<file path="src/hw/rtl/dispatch_frame_parser_core_assert.svh">
// ----------------------------------------------------------------------------
// dispatch_frame_parser_core_assert
// assertion macros for the frame parser rtl, sampled on clk and
// disabled while rst_n is low
// ----------------------------------------------------------------------------
`ifndef DISPATCH_FRAME_PARSER_CORE_ASSERT_SVH
`define DISPATCH_FRAME_PARSER_CORE_ASSERT_SVH

// same-cycle implication
`define DFP_ASSERT_IMP(label, ante, cons, msg) \
  label: assert property (@(posedge clk) disable iff (!rst_n) (ante) |-> (cons)) \
    else $error(msg);

// next-cycle implication
`define DFP_ASSERT_NXT(label, ante, cons, msg) \
  label: assert property (@(posedge clk) disable iff (!rst_n) (ante) |=> (cons)) \
    else $error(msg);

`endif

</file>
<file path="src/hw/rtl/dfp_pkg.sv">
// ----------------------------------------------------------------------------
// dfp_pkg
// types and constants of the dispatch frame parser
// ----------------------------------------------------------------------------
`default_nettype none

package dfp_pkg;

  // receive space ceiling and length digit limit
  localparam int SPACE_MAX         = 4096;
  localparam int SPACE_TOP         = (SPACE_MAX > 4096) ? 4096 : SPACE_MAX;
  localparam int LEN_DIGITS_MAX    = 8;
  localparam int QUEUE_DEPTH       = 2;

  localparam logic [12:0] SPACE_FLOOR = 13'd5;
  localparam logic [12:0] SPACE_RESET = 13'd4096;
  localparam logic [7:0]  DELIM_RESET = 8'd32;

  // saturating length accumulator
  localparam logic [26:0] LEN_CAP       = 27'h7FFFFFF;
  localparam logic [26:0] LEN_CAP_DIV10 = 27'(134217727 / 10);

  // prefix tags, first letter in the top byte
  localparam logic [23:0] TAG_ERR = 24'h455252;
  localparam logic [23:0] TAG_EXT = 24'h455854;
  localparam logic [23:0] TAG_END = 24'h454E44;
  localparam logic [23:0] TAG_CMD = 24'h434D44;
  localparam logic [23:0] TAG_MSG = 24'h4D5347;

  // configuration register indexes
  localparam logic REG_DELIMITER = 1'b0;
  localparam logic REG_MAX_SPACE = 1'b1;

  typedef enum logic [1:0] {
    FUNC_DATA   = 2'd0,
    FUNC_EOS    = 2'd1,
    FUNC_RDERR  = 2'd2,
    FUNC_UNUSED = 2'd3
  } func_t;

  typedef enum logic [2:0] {
    KIND_ERR  = 3'd0,
    KIND_EXT  = 3'd1,
    KIND_END  = 3'd2,
    KIND_CMD  = 3'd3,
    KIND_MSG  = 3'd4,
    KIND_FAIL = 3'd5,
    KIND_EOF  = 3'd6
  } kind_t;

  typedef enum logic [2:0] {
    PH_PREFIX = 3'd0,
    PH_CMD    = 3'd1,
    PH_LEN    = 3'd2,
    PH_BODY   = 3'd3,
    PH_TRAIL  = 3'd4
  } phase_t;

  // classified request handed from front to back
  typedef struct packed {
    func_t       func;
    logic [7:0]  data;
    logic        is_del;
    logic        is_digit;
    logic [3:0]  digit;
  } token_t;

endpackage

`default_nettype wire

</file>
<file path="src/hw/rtl/dfp_front.sv">
// ----------------------------------------------------------------------------
// dfp_front
// accepts input requests, classifies each byte and drops unused codes
// ----------------------------------------------------------------------------
`default_nettype none

module dfp_front (
  input  wire logic             in_valid,
  output logic                  in_ready,
  input  wire logic [1:0]       in_func,
  input  wire logic [7:0]       in_byte,
  input  wire logic [7:0]       delimiter,
  input  wire logic             q_full,
  output logic                  push,
  output dfp_pkg::token_t       token
);

  logic [7:0] digit_off;

  // queue space decides acceptance
  assign in_ready = !q_full;

  // unused function code is taken and discarded
  assign push = in_valid && !q_full && (dfp_pkg::func_t'(in_func) != dfp_pkg::FUNC_UNUSED);

  // byte classification
  assign digit_off = in_byte - 8'h30;

  always_comb begin
    token.func     = dfp_pkg::func_t'(in_func);
    token.data     = in_byte;
    token.is_del   = (in_byte == delimiter);
    token.is_digit = (in_byte >= 8'h30) && (in_byte <= 8'h39);
    token.digit    = digit_off[3:0];
  end

endmodule

`default_nettype wire

</file>
<file path="src/hw/rtl/dfp_queue.sv">
// ----------------------------------------------------------------------------
// dfp_queue
// short register queue between the front and the back
// ----------------------------------------------------------------------------
`default_nettype none

module dfp_queue #(
  parameter int DEPTH = dfp_pkg::QUEUE_DEPTH
) (
  input  wire logic             clk,
  input  wire logic             rst_n,
  input  wire logic             push,
  input  wire dfp_pkg::token_t  push_tok,
  output logic                  full,
  input  wire logic             pop,
  output logic                  not_empty,
  output dfp_pkg::token_t       head
);

  localparam int IW = (DEPTH > 1) ? $clog2(DEPTH) : 1;
  localparam int CW = $clog2(DEPTH + 1);
  localparam logic [IW-1:0] LAST = IW'(DEPTH - 1);

  dfp_pkg::token_t mem_r [DEPTH];
  logic [IW-1:0] wr_ptr_r, wr_ptr_nxt;
  logic [IW-1:0] rd_ptr_r, rd_ptr_nxt;
  logic [CW-1:0] count_r, count_nxt;
  logic          do_push, do_pop;

  assign full      = (count_r == CW'(DEPTH));
  assign not_empty = (count_r != '0);
  assign head      = mem_r[rd_ptr_r];
  assign do_push   = push && !full;
  assign do_pop    = pop && not_empty;

  // pointer and fill count update
  always_comb begin
    wr_ptr_nxt = wr_ptr_r;
    rd_ptr_nxt = rd_ptr_r;
    count_nxt  = count_r;
    if (do_push) begin
      wr_ptr_nxt = (wr_ptr_r == LAST) ? '0 : wr_ptr_r + 1'b1;
    end
    if (do_pop) begin
      rd_ptr_nxt = (rd_ptr_r == LAST) ? '0 : rd_ptr_r + 1'b1;
    end
    if (do_push && !do_pop) begin
      count_nxt = count_r + 1'b1;
    end else if (!do_push && do_pop) begin
      count_nxt = count_r - 1'b1;
    end
  end

  always_ff @(posedge clk) begin
    if (!rst_n) begin
      wr_ptr_r <= '0;
      rd_ptr_r <= '0;
      count_r  <= '0;
    end else begin
      wr_ptr_r <= wr_ptr_nxt;
      rd_ptr_r <= rd_ptr_nxt;
      count_r  <= count_nxt;
    end
  end

  // storage, no reset
  always_ff @(posedge clk) begin
    if (do_push) begin
      mem_r[wr_ptr_r] <= push_tok;
    end
  end

endmodule

`default_nettype wire

</file>
<file path="src/hw/rtl/dfp_back.sv">
// ----------------------------------------------------------------------------
// dfp_back
// frame parsing state machine with registered result stage
// ----------------------------------------------------------------------------
`default_nettype none

module dfp_back (
  input  wire logic             clk,
  input  wire logic             rst_n,
  input  wire logic [12:0]      max_space,
  input  wire logic             tok_valid,
  input  wire dfp_pkg::token_t  tok,
  output logic                  tok_pop,
  output logic                  res_valid,
  input  wire logic             res_ready,
  output logic                  res_last,
  output dfp_pkg::kind_t        res_kind,
  output logic [7:0]            res_data,
  output logic [11:0]           res_len
);

  localparam logic [12:0] TOP = 13'(dfp_pkg::SPACE_TOP);

  dfp_pkg::phase_t phase_r, phase_nxt;
  logic [23:0] prefix_r, prefix_nxt;
  logic [12:0] cnt_r, cnt_nxt;
  logic [26:0] len_r, len_nxt;
  logic [3:0]  dig_r, dig_nxt;

  logic           out_valid_r, out_valid_nxt;
  logic           out_last_r;
  dfp_pkg::kind_t out_kind_r;
  logic [7:0]     out_data_r;
  logic [11:0]    out_len_r;

  logic           emit;
  logic           emit_last;
  dfp_pkg::kind_t emit_kind;
  logic [7:0]     emit_data;
  logic [11:0]    emit_len;

  logic [12:0] lim, lim_m1, lim_m2, cnt_inc;
  logic [27:0] len_x10;
  logic [27:0] len_acc;

  // effective receive space limit
  always_comb begin
    lim = (max_space > TOP) ? TOP : max_space;
    if (lim < dfp_pkg::SPACE_FLOOR) begin
      lim = dfp_pkg::SPACE_FLOOR;
    end
  end
  assign lim_m1  = lim - 13'd1;
  assign lim_m2  = lim - 13'd2;
  assign cnt_inc = cnt_r + 13'd1;

  // decimal accumulate
  assign len_x10 = ({1'b0, len_r} << 3) + ({1'b0, len_r} << 1);
  assign len_acc = len_x10 + 28'(tok.digit);

  // take a request when the result stage can hold what it makes
  assign tok_pop = tok_valid && (!out_valid_r || res_ready);

  // parser next state and result
  always_comb begin
    phase_nxt  = phase_r;
    prefix_nxt = prefix_r;
    cnt_nxt    = cnt_r;
    len_nxt    = len_r;
    dig_nxt    = dig_r;
    emit       = 1'b0;
    emit_last  = 1'b1;
    emit_kind  = dfp_pkg::KIND_FAIL;
    emit_data  = 8'd0;
    emit_len   = 12'd0;

    if (tok_pop) begin
      priority if (tok.func == dfp_pkg::FUNC_EOS) begin
        emit      = 1'b1;
        emit_kind = dfp_pkg::KIND_EOF;
      end else if (tok.func == dfp_pkg::FUNC_RDERR) begin
        emit      = 1'b1;
        emit_kind = dfp_pkg::KIND_FAIL;
      end else if (tok.func == dfp_pkg::FUNC_DATA) begin
        unique case (phase_r)
          dfp_pkg::PH_PREFIX: begin
            priority if (cnt_r >= 13'd4) begin
              emit = 1'b1;
            end else if (tok.is_del) begin
              priority if (cnt_r != 13'd3) begin
                emit = 1'b1;
              end else if (prefix_r == dfp_pkg::TAG_ERR) begin
                emit      = 1'b1;
                emit_kind = dfp_pkg::KIND_ERR;
              end else if (prefix_r == dfp_pkg::TAG_EXT) begin
                emit      = 1'b1;
                emit_kind = dfp_pkg::KIND_EXT;
              end else if (prefix_r == dfp_pkg::TAG_END) begin
                emit      = 1'b1;
                emit_kind = dfp_pkg::KIND_END;
              end else if (prefix_r == dfp_pkg::TAG_CMD) begin
                phase_nxt  = dfp_pkg::PH_CMD;
                prefix_nxt = '0;
                cnt_nxt    = '0;
              end else if (prefix_r == dfp_pkg::TAG_MSG) begin
                phase_nxt  = dfp_pkg::PH_LEN;
                prefix_nxt = '0;
                cnt_nxt    = '0;
              end else begin
                emit = 1'b1;
              end
            end else begin
              prefix_nxt = {prefix_r[15:0], tok.data};
              cnt_nxt    = cnt_inc;
            end
          end
          dfp_pkg::PH_CMD: begin
            priority if (cnt_r >= lim_m1) begin
              emit      = 1'b1;
              emit_kind = dfp_pkg::KIND_CMD;
              emit_len  = 12'(cnt_r - 13'd1);
            end else if (tok.is_del) begin
              emit = 1'b1;
              if (cnt_r != '0) begin
                emit_kind = dfp_pkg::KIND_CMD;
                emit_len  = cnt_r[11:0];
              end
            end else begin
              cnt_nxt = cnt_inc;
              if (cnt_inc <= lim_m2) begin
                emit      = 1'b1;
                emit_last = 1'b0;
                emit_kind = dfp_pkg::KIND_CMD;
                emit_data = tok.data;
              end
            end
          end
          dfp_pkg::PH_LEN: begin
            priority if (tok.is_del) begin
              priority if (dig_r == '0) begin
                emit = 1'b1;
              end else if (len_r > 27'(lim_m1)) begin
                emit = 1'b1;
              end else begin
                cnt_nxt   = '0;
                phase_nxt = (len_r == '0) ? dfp_pkg::PH_TRAIL : dfp_pkg::PH_BODY;
              end
            end else if (!tok.is_digit) begin
              emit = 1'b1;
            end else if (dig_r >= 4'(dfp_pkg::LEN_DIGITS_MAX)) begin
              emit = 1'b1;
            end else begin
              dig_nxt = dig_r + 4'd1;
              if (len_r > dfp_pkg::LEN_CAP_DIV10) begin
                len_nxt = dfp_pkg::LEN_CAP;
              end else if (len_acc > {1'b0, dfp_pkg::LEN_CAP}) begin
                len_nxt = dfp_pkg::LEN_CAP;
              end else begin
                len_nxt = len_acc[26:0];
              end
            end
          end
          dfp_pkg::PH_BODY: begin
            cnt_nxt = cnt_inc;
            if (27'(cnt_inc) >= len_r) begin
              phase_nxt = dfp_pkg::PH_TRAIL;
            end
            emit      = 1'b1;
            emit_last = 1'b0;
            emit_kind = dfp_pkg::KIND_MSG;
            emit_data = tok.data;
          end
          dfp_pkg::PH_TRAIL: begin
            emit = 1'b1;
            if (tok.is_del) begin
              emit_kind = dfp_pkg::KIND_MSG;
              emit_len  = len_r[11:0];
            end
          end
          default: begin
            phase_nxt  = dfp_pkg::PH_PREFIX;
            prefix_nxt = '0;
            cnt_nxt    = '0;
            len_nxt    = '0;
            dig_nxt    = '0;
          end
        endcase
      end else begin
        emit = 1'b0;
      end

      // a frame-done result restarts at the prefix
      if (emit && emit_last) begin
        phase_nxt  = dfp_pkg::PH_PREFIX;
        prefix_nxt = '0;
        cnt_nxt    = '0;
        len_nxt    = '0;
        dig_nxt    = '0;
      end
    end
  end

  // result stage valid
  always_comb begin
    out_valid_nxt = out_valid_r && !res_ready;
    if (tok_pop) begin
      out_valid_nxt = emit;
    end
  end

  always_ff @(posedge clk) begin
    if (!rst_n) begin
      phase_r     <= dfp_pkg::PH_PREFIX;
      prefix_r    <= '0;
      cnt_r       <= '0;
      len_r       <= '0;
      dig_r       <= '0;
      out_valid_r <= 1'b0;
    end else begin
      phase_r     <= phase_nxt;
      prefix_r    <= prefix_nxt;
      cnt_r       <= cnt_nxt;
      len_r       <= len_nxt;
      dig_r       <= dig_nxt;
      out_valid_r <= out_valid_nxt;
    end
  end

  // result payload, no reset
  always_ff @(posedge clk) begin
    if (tok_pop && emit) begin
      out_last_r <= emit_last;
      out_kind_r <= emit_kind;
      out_data_r <= emit_data;
      out_len_r  <= emit_len;
    end
  end

  assign res_valid = out_valid_r;
  assign res_last  = out_last_r;
  assign res_kind  = out_kind_r;
  assign res_data  = out_data_r;
  assign res_len   = out_len_r;

endmodule

`default_nettype wire

</file>
<file path="src/hw/rtl/dispatch_frame_parser_core.sv">
// path: an input request reaches result valid through the front-to-back
//   queue register and then the result register of the parser
// throughput: one input request per cycle while the queue is not full, each giving zero or one result
// reset: synchronous active-low rst_n empties the queue and result stage, restarts
//   at prefix collection and loads delimiter 32 and max_space 4096
`default_nettype none
`include "dispatch_frame_parser_core_assert.svh"

// ----------------------------------------------------------------------------
// dispatch_frame_parser_core
// deframes a text frame byte stream into payload bytes and frame-done results
// ----------------------------------------------------------------------------
module dispatch_frame_parser_core #(
  parameter int QUEUE_DEPTH = dfp_pkg::QUEUE_DEPTH
) (
  input  wire logic        clk,
  input  wire logic        rst_n,
  // input stream
  input  wire logic        in_tvalid,
  output logic             in_tready,
  input  wire logic [7:0]  in_tdata,   // [7:0] byte_in
  input  wire logic [1:0]  in_tuser,   // [1:0] func
  // result stream
  output logic             out_tvalid,
  input  wire logic        out_tready,
  output logic [23:0]      out_tdata,  // [7:0] data_out, [19:8] content_length, [23:20] zero
  output logic [2:0]       out_tuser,  // [2:0] kind
  output logic             out_tlast,  // event_res
  // configuration writes
  input  wire logic        cfg_valid,
  output logic             cfg_ready,
  input  wire logic        cfg_index,
  input  wire logic [12:0] cfg_data
);

  logic [7:0]      delim_r, delim_nxt;
  logic [12:0]     space_r, space_nxt;
  logic            q_full, q_push, q_pop, q_not_empty;
  dfp_pkg::token_t front_tok, q_head;
  dfp_pkg::kind_t  res_kind;
  logic [7:0]      res_data;
  logic [11:0]     res_len;

  // configuration registers
  assign cfg_ready = 1'b1;

  always_comb begin
    delim_nxt = delim_r;
    space_nxt = space_r;
    if (cfg_valid) begin
      unique case (cfg_index)
        dfp_pkg::REG_DELIMITER: delim_nxt = cfg_data[7:0];
        dfp_pkg::REG_MAX_SPACE: space_nxt = cfg_data;
        default:                delim_nxt = delim_r;
      endcase
    end
  end

  always_ff @(posedge clk) begin
    if (!rst_n) begin
      delim_r <= dfp_pkg::DELIM_RESET;
      space_r <= dfp_pkg::SPACE_RESET;
    end else begin
      delim_r <= delim_nxt;
      space_r <= space_nxt;
    end
  end

  // front: accept and classify
  dfp_front u_front (
    .in_valid  (in_tvalid),
    .in_ready  (in_tready),
    .in_func   (in_tuser),
    .in_byte   (in_tdata),
    .delimiter (delim_r),
    .q_full    (q_full),
    .push      (q_push),
    .token     (front_tok)
  );

  // queue between front and back
  dfp_queue #(
    .DEPTH (QUEUE_DEPTH)
  ) u_queue (
    .clk       (clk),
    .rst_n     (rst_n),
    .push      (q_push),
    .push_tok  (front_tok),
    .full      (q_full),
    .pop       (q_pop),
    .not_empty (q_not_empty),
    .head      (q_head)
  );

  // back: parse and register results
  dfp_back u_back (
    .clk       (clk),
    .rst_n     (rst_n),
    .max_space (space_r),
    .tok_valid (q_not_empty),
    .tok       (q_head),
    .tok_pop   (q_pop),
    .res_valid (out_tvalid),
    .res_ready (out_tready),
    .res_last  (out_tlast),
    .res_kind  (res_kind),
    .res_data  (res_data),
    .res_len   (res_len)
  );

  assign out_tdata = {4'd0, res_len, res_data};
  assign out_tuser = res_kind;

  // checks
  `DFP_ASSERT_IMP(a_pop_needs_entry, q_pop, q_not_empty, "pop from empty queue")
  `DFP_ASSERT_IMP(a_payload_kind,
    out_tvalid && !out_tlast,
    (out_tuser == dfp_pkg::KIND_CMD || out_tuser == dfp_pkg::KIND_MSG) && out_tdata[19:8] == 12'd0,
    "payload result with bad kind or length")
  `DFP_ASSERT_IMP(a_done_fields,
    out_tvalid && out_tlast && out_tuser != dfp_pkg::KIND_CMD && out_tuser != dfp_pkg::KIND_MSG,
    out_tdata[19:0] == 20'd0,
    "frame-done result carries nonzero fields")
  `DFP_ASSERT_NXT(a_stall_holds_queue, q_full && !q_pop, q_full, "queue lost an entry while stalled")

endmodule

`default_nettype wire

</file>
<file path="config.mk">
export PLATFORM = sky130hd
export DESIGN_NAME = dispatch_frame_parser_core
export DESIGN_NICKNAME = d
export VERILOG_FILES = /design/src/hw/rtl/dfp_pkg.sv /design/src/hw/rtl/dfp_front.sv /design/src/hw/rtl/dfp_queue.sv /design/src/hw/rtl/dfp_back.sv /design/src/hw/rtl/dispatch_frame_parser_core.sv
export VERILOG_INCLUDE_DIRS = /design/src /design/src/hw/rtl
export SDC_FILE = /design/constraint.sdc
export NUM_CORES = 1
export LEC_CHECK = 0
export BUFFER_PORTS_ARGS = -buffer_cell sky130_fd_sc_hd__clkbuf_2
export CORE_MARGIN = 2
export CORE_UTILIZATION = 35
export CTS_BUF_LIST = sky130_fd_sc_hd__clkbuf_16
export CTS_CLUSTER_SIZE = 24
export DETAILED_ROUTE_END_ITERATION = 6
export GPL_TIMING_DRIVEN = 0
export REMOVE_ABC_BUFFERS = 1
export SYNTH_ARGS = -nofsm -noshare
export SYNTH_HDL_FRONTEND = slang
export SYNTH_SLANG_ARGS = --single-unit
</file>
<file path="constraint.sdc">
create_clock -name clk -period 7.5 [get_ports clk]
set_input_delay 1.5 -clock clk [delete_from_list [all_inputs] [get_ports clk]]
set_output_delay 1.5 -clock clk [all_outputs]
set_load 0.005 [all_outputs]
</file>
==> impl_results.rst <==
.. list-table::
   :header-rows: 1

   * - Metric
     - Value
   * - Relative contribution of the clock network to total power
     - 35.1%
   * - Quantity of hold-fixing buffers added after cts
     - 0
   * - CTS clk-pin slew, worst paths
     - 60 ps
   * - Internal power consumption
     - 0.00157 W
   * - Synth area leaders
     - sky130_fd_sc_hd__dfxtp_1, sky130_fd_sc_hd__edfxtp_1, sky130_fd_sc_hd__ha_1
   * - Worst setup slack after layout
     - 1360 ps
   * - Post-route ant nets
     - 0
   * - Power density relative to cell area
     - 210 nW/um^2
   * - IO Count
     - 60
   * - Area share of the largest cell type after synthesis
     - 19.4%
   * - Number of nets in the finished design
     - 1317
   * - Initial DRT Pass Iterations
     - 5
   * - Number of flops mapped to enable cells by yosys
     - 48
   * - Global-route wire length before repair
     - 42400 um
   * - Non-Filler Instances
     - 1568
   * - Number of setup violations in the final report
     - 0
   * - Clock Tree Root
     - sky130_fd_sc_hd__clkbuf_16
   * - Max-slew violations
     - 0
   * - Critical path fanouts, max
     - 31
   * - Arrival time of data at the critical path endpoint
     - 6500 ps
   * - Quantity of gates resized following cts
     - 0
   * - Total overflow reported by the global router
     - 0
   * - # DRC
     - 0
   * - Cells after synthesis
     - 1138
   * - Leading cell type by number of instances after synthesis
     - sky130_fd_sc_hd__nor2_1
   * - Ant diodes
     - 0
   * - Origin of the critical flop-to-flop path
     - space_r[6]
   * - # Post-CTS Setup Buffers
     - 0
   * - Number of maximum-capacitance violations
     - 0
   * - Switching share of power
     - 33.6%
   * - Maximum ir drop on the vdd rail
     - 0.140 mV
   * - Starting Density
     - 35.4%
   * - Ratio of cells with drive above 1 in the final layout
     - 9.80%
   * - Area of the core
     - 28500 um^2
   * - Overall die height
     - 174 um
   * - Relative max-transition margin
     - 18.6%
   * - RSZ-0062 raised after global routing
     - false
   * - Most used DFF post-synth
     - sky130_fd_sc_hd__dfxtp_1
   * - Pre-CTS setup slack
     - 1460 ps
   * - Area delta synth->final
     - 11.3%
   * - Time the worst path needs with I/O delays and setup
     - 6140 ps
   * - Post-synthesis area per instance
     - 8.88 um^2
   * - Via count of the first global-routing pass
     - 8186
   * - Synth unique cells
     - 85
   * - LEAKAGE
     - 4.61 nW
   * - End of the worst register-to-register path
     - u_back.len_r[22]
   * - Number of buffers between clock root and the deepest sink
     - 2
   * - Data required time at the worst endpoint
     - 7860 ps
   * - Post-synthesis instance area
     - 10100 um^2
   * - Class of the tightest hold or removal check
     - reg2reg
   * - Floorplan die area
     - 30200 um^2
   * - Slew @ Worst Pin
     - 1220 ps
   * - Seq pwr share
     - 41.0%
   * - Inserted Clock Buffers
     - 17
   * - CTS tree
     - built
   * - Clock tree sinks
     - 146
   * - Achievable frequency
     - 163 MHz
   * - Total via count after detailed routing
     - 8639
   * - Total number of H-tree levels
     - 4
   * - Sequential fraction of the synthesis area
     - 33.7%
   * - Startpoint types
     - flip-flop
   * - Slack of the worst reg-to-reg path
     - 1360 ps
   * - Iter 0 DRT Violations
     - 650
   * - Share of flip-flops with an asynchronous set or reset after synthesis
     - 0%
   * - Fin Setup TNS
     - 0 ps
   * - Switching Power
     - 0.000795 W
   * - Maximum number of pins on one net before global-route repair
     - 32
   * - Reg2reg path depth
     - 21
   * - Worst Setup Path Type
     - reg2reg
   * - Combinational power share
     - 23.9%
   * - # placed instances
     - 1535
   * - Status
     - complete, no violations
   * - Number of antenna violations at the first check in global routing
     - 0
   * - Routed WL per cell
     - 16.6 um
   * - Cell type with the highest aggregate area in the netlist
     - sky130_fd_sc_hd__dfxtp_1
   * - Warnings, synthesis
     - 0
   * - Leading cell types by count after synthesis
     - sky130_fd_sc_hd__nor2_1, sky130_fd_sc_hd__ha_1, sky130_fd_sc_hd__nand2_1, sky130_fd_sc_hd__dfxtp_1, sky130_fd_sc_hd__a21oi_1
   * - CP Launch Point
     - space_r[6]
   * - Width of the die
     - 174 um
   * - Register bit count reported by yosys
     - 146
   * - Final hold violations
     - 0
   * - Detailed Place HPWL
     - 20100 um
   * - Core occupancy in the finished layout
     - 39.4%
   * - GRT Total Usage
     - 17.2%
   * - Kind of end point of the critical path
     - flip-flop
   * - Clock Latency Late Sink
     - 420 ps
   * - Part of the cycle the worst path needs
     - 81.9%
   * - Count of buffers from port buffering
     - 54
   * - Routability Congestion
     - 0.942
   * - Number of rows in the core area
     - 62
   * - Total length of routed wires
     - 26000 um
   * - Critical Path End
     - u_back.len_r[22]
   * - Ratio of routed vias to standard cells
     - 5.51
   * - Clock Skew
     - 9.80 ps
## worst min path at each step
stage,from,endpoint,cells after the start
2_1_floorplan,u_back.prefix_r[22],u_back.prefix_r[22],1
3_3_place_gp,u_back.prefix_r[22],u_back.prefix_r[22],1
3_5_place_dp,u_back.prefix_r[22],u_back.prefix_r[22],1
4_1_cts,delim_r[0],delim_r[0],2
5_1_grt,delim_r[3],delim_r[3],2
6_report,delim_r[0],delim_r[0],2
## final cells by class
| class | instances | area, um^2 |
|---|---|---|
| well taps | 384 | 480 |
| clock buffers | 17 | 425 |
| clock inverters | 15 | 150 |
| multi-input cells | 901 | 6310 |
| flip-flops and latches | 146 | 3400 |
| fillers | 2917 | 17300 |
| repair buffers | 55 | 285 |
| inverters | 50 | 188 |
## flip-flops by register name, indices dropped and copies added (netlist names), 3 cells and up, named ones only
name	flops
u_back.len_r	27
u_back.prefix_r	24
u_queue.mem_r	24
space_r	13
u_back.cnt_r	13
u_back.res_len	12
delim_r	8
u_back.res_data	8
u_back.dig_r	4
u_back.phase_r	3
u_back.res_kind	3
## cell families after synthesis
logic type | count (synthesis) | share of synthesized area, %
multiplexers | 18 | 1.82
flip-flops | 146 | 33.7
XOR/XNOR | 51 | 4.42
buffers and inverters | 95 | 4.08
other | 2 | 0.0743
AO/OA/AOI/OAI | 306 | 21.3
AND/OR/NAND/NOR | 403 | 20.0
adder cells (fa/ha/maj) | 117 | 14.6
## metrics by stage
step           power [W]  area, um^2  hold slack (ps)
4_1_cts          0.00238       11200              472
5_1_grt          0.00249       11200              502
6_report         0.00237       11200              472
3_5_place_dp     0.00155       10700              462
2_1_floorplan    0.00135        9890              441
3_3_place_gp     0.00154       10600              458
## placed cells by master, fill, tap and decap left out, drive strengths merged, types with 10 or more instances in the layout
cell and n:
nand2 102, ha 115, a22o 30, o21a 12
xnor2 35, o21ai 46, nor3 28, xor2 16
nand4 23, o2bb2ai 32, a21oi 83, nand3 29
inv 56, clkbuf 71, a21o 16, nor2 118
and2 10, nand2b 19, nor4 14, o211ai 15
mux2i 15, dfxtp 98, edfxtp 48
## worst max-delay path: stages (launching register included)
cell,delay [ps]
sky130_fd_sc_hd__dfxtp_1,380
sky130_fd_sc_hd__nor3_1,280
sky130_fd_sc_hd__nand2b_1,130
sky130_fd_sc_hd__nor3_1,430
sky130_fd_sc_hd__nand3b_1,210
sky130_fd_sc_hd__nor2_1,120
sky130_fd_sc_hd__or3b_2,170
sky130_fd_sc_hd__ha_1,210
sky130_fd_sc_hd__o21ai_1,280
sky130_fd_sc_hd__a21o_1,340
sky130_fd_sc_hd__nor2_1,120
sky130_fd_sc_hd__o221ai_1,220
sky130_fd_sc_hd__ha_1,370
sky130_fd_sc_hd__nand4_1,110
sky130_fd_sc_hd__or4_1,520
sky130_fd_sc_hd__nor3_1,200
sky130_fd_sc_hd__a31oi_1,110
sky130_fd_sc_hd__nand3_1,180
sky130_fd_sc_hd__nand4_4,150
sky130_fd_sc_hd__a31oi_1,260
sky130_fd_sc_hd__o21a_1,960
sky130_fd_sc_hd__a221o_1,300
## power groups by stage
stage / Combinational [W] / Clock (W) / Sequential, W
3_5_place_dp: 0.000562 / 0 / 0.000989
3_3_place_gp: 0.000552 / 0 / 0.000988
4_1_cts: 0.000565 / 0.000845 / 0.000972
6_report: 0.000565 / 0.000831 / 0.000971
5_1_grt: 0.000629 / 0.000879 / 0.000981
2_1_floorplan: 0.000378 / 0 / 0.000974
## metal layers
metal	vias to the layer above	global-route usage [%]	part of all wire (%)
li1	4288	-	-
met1	4081	24.4	49
met2	230	27.4	44
met3	40	3.00	5.5
met4	0	3.85	1.5
met5	-	0	0
No activity file was read; power rests on OpenSTA's default activity.
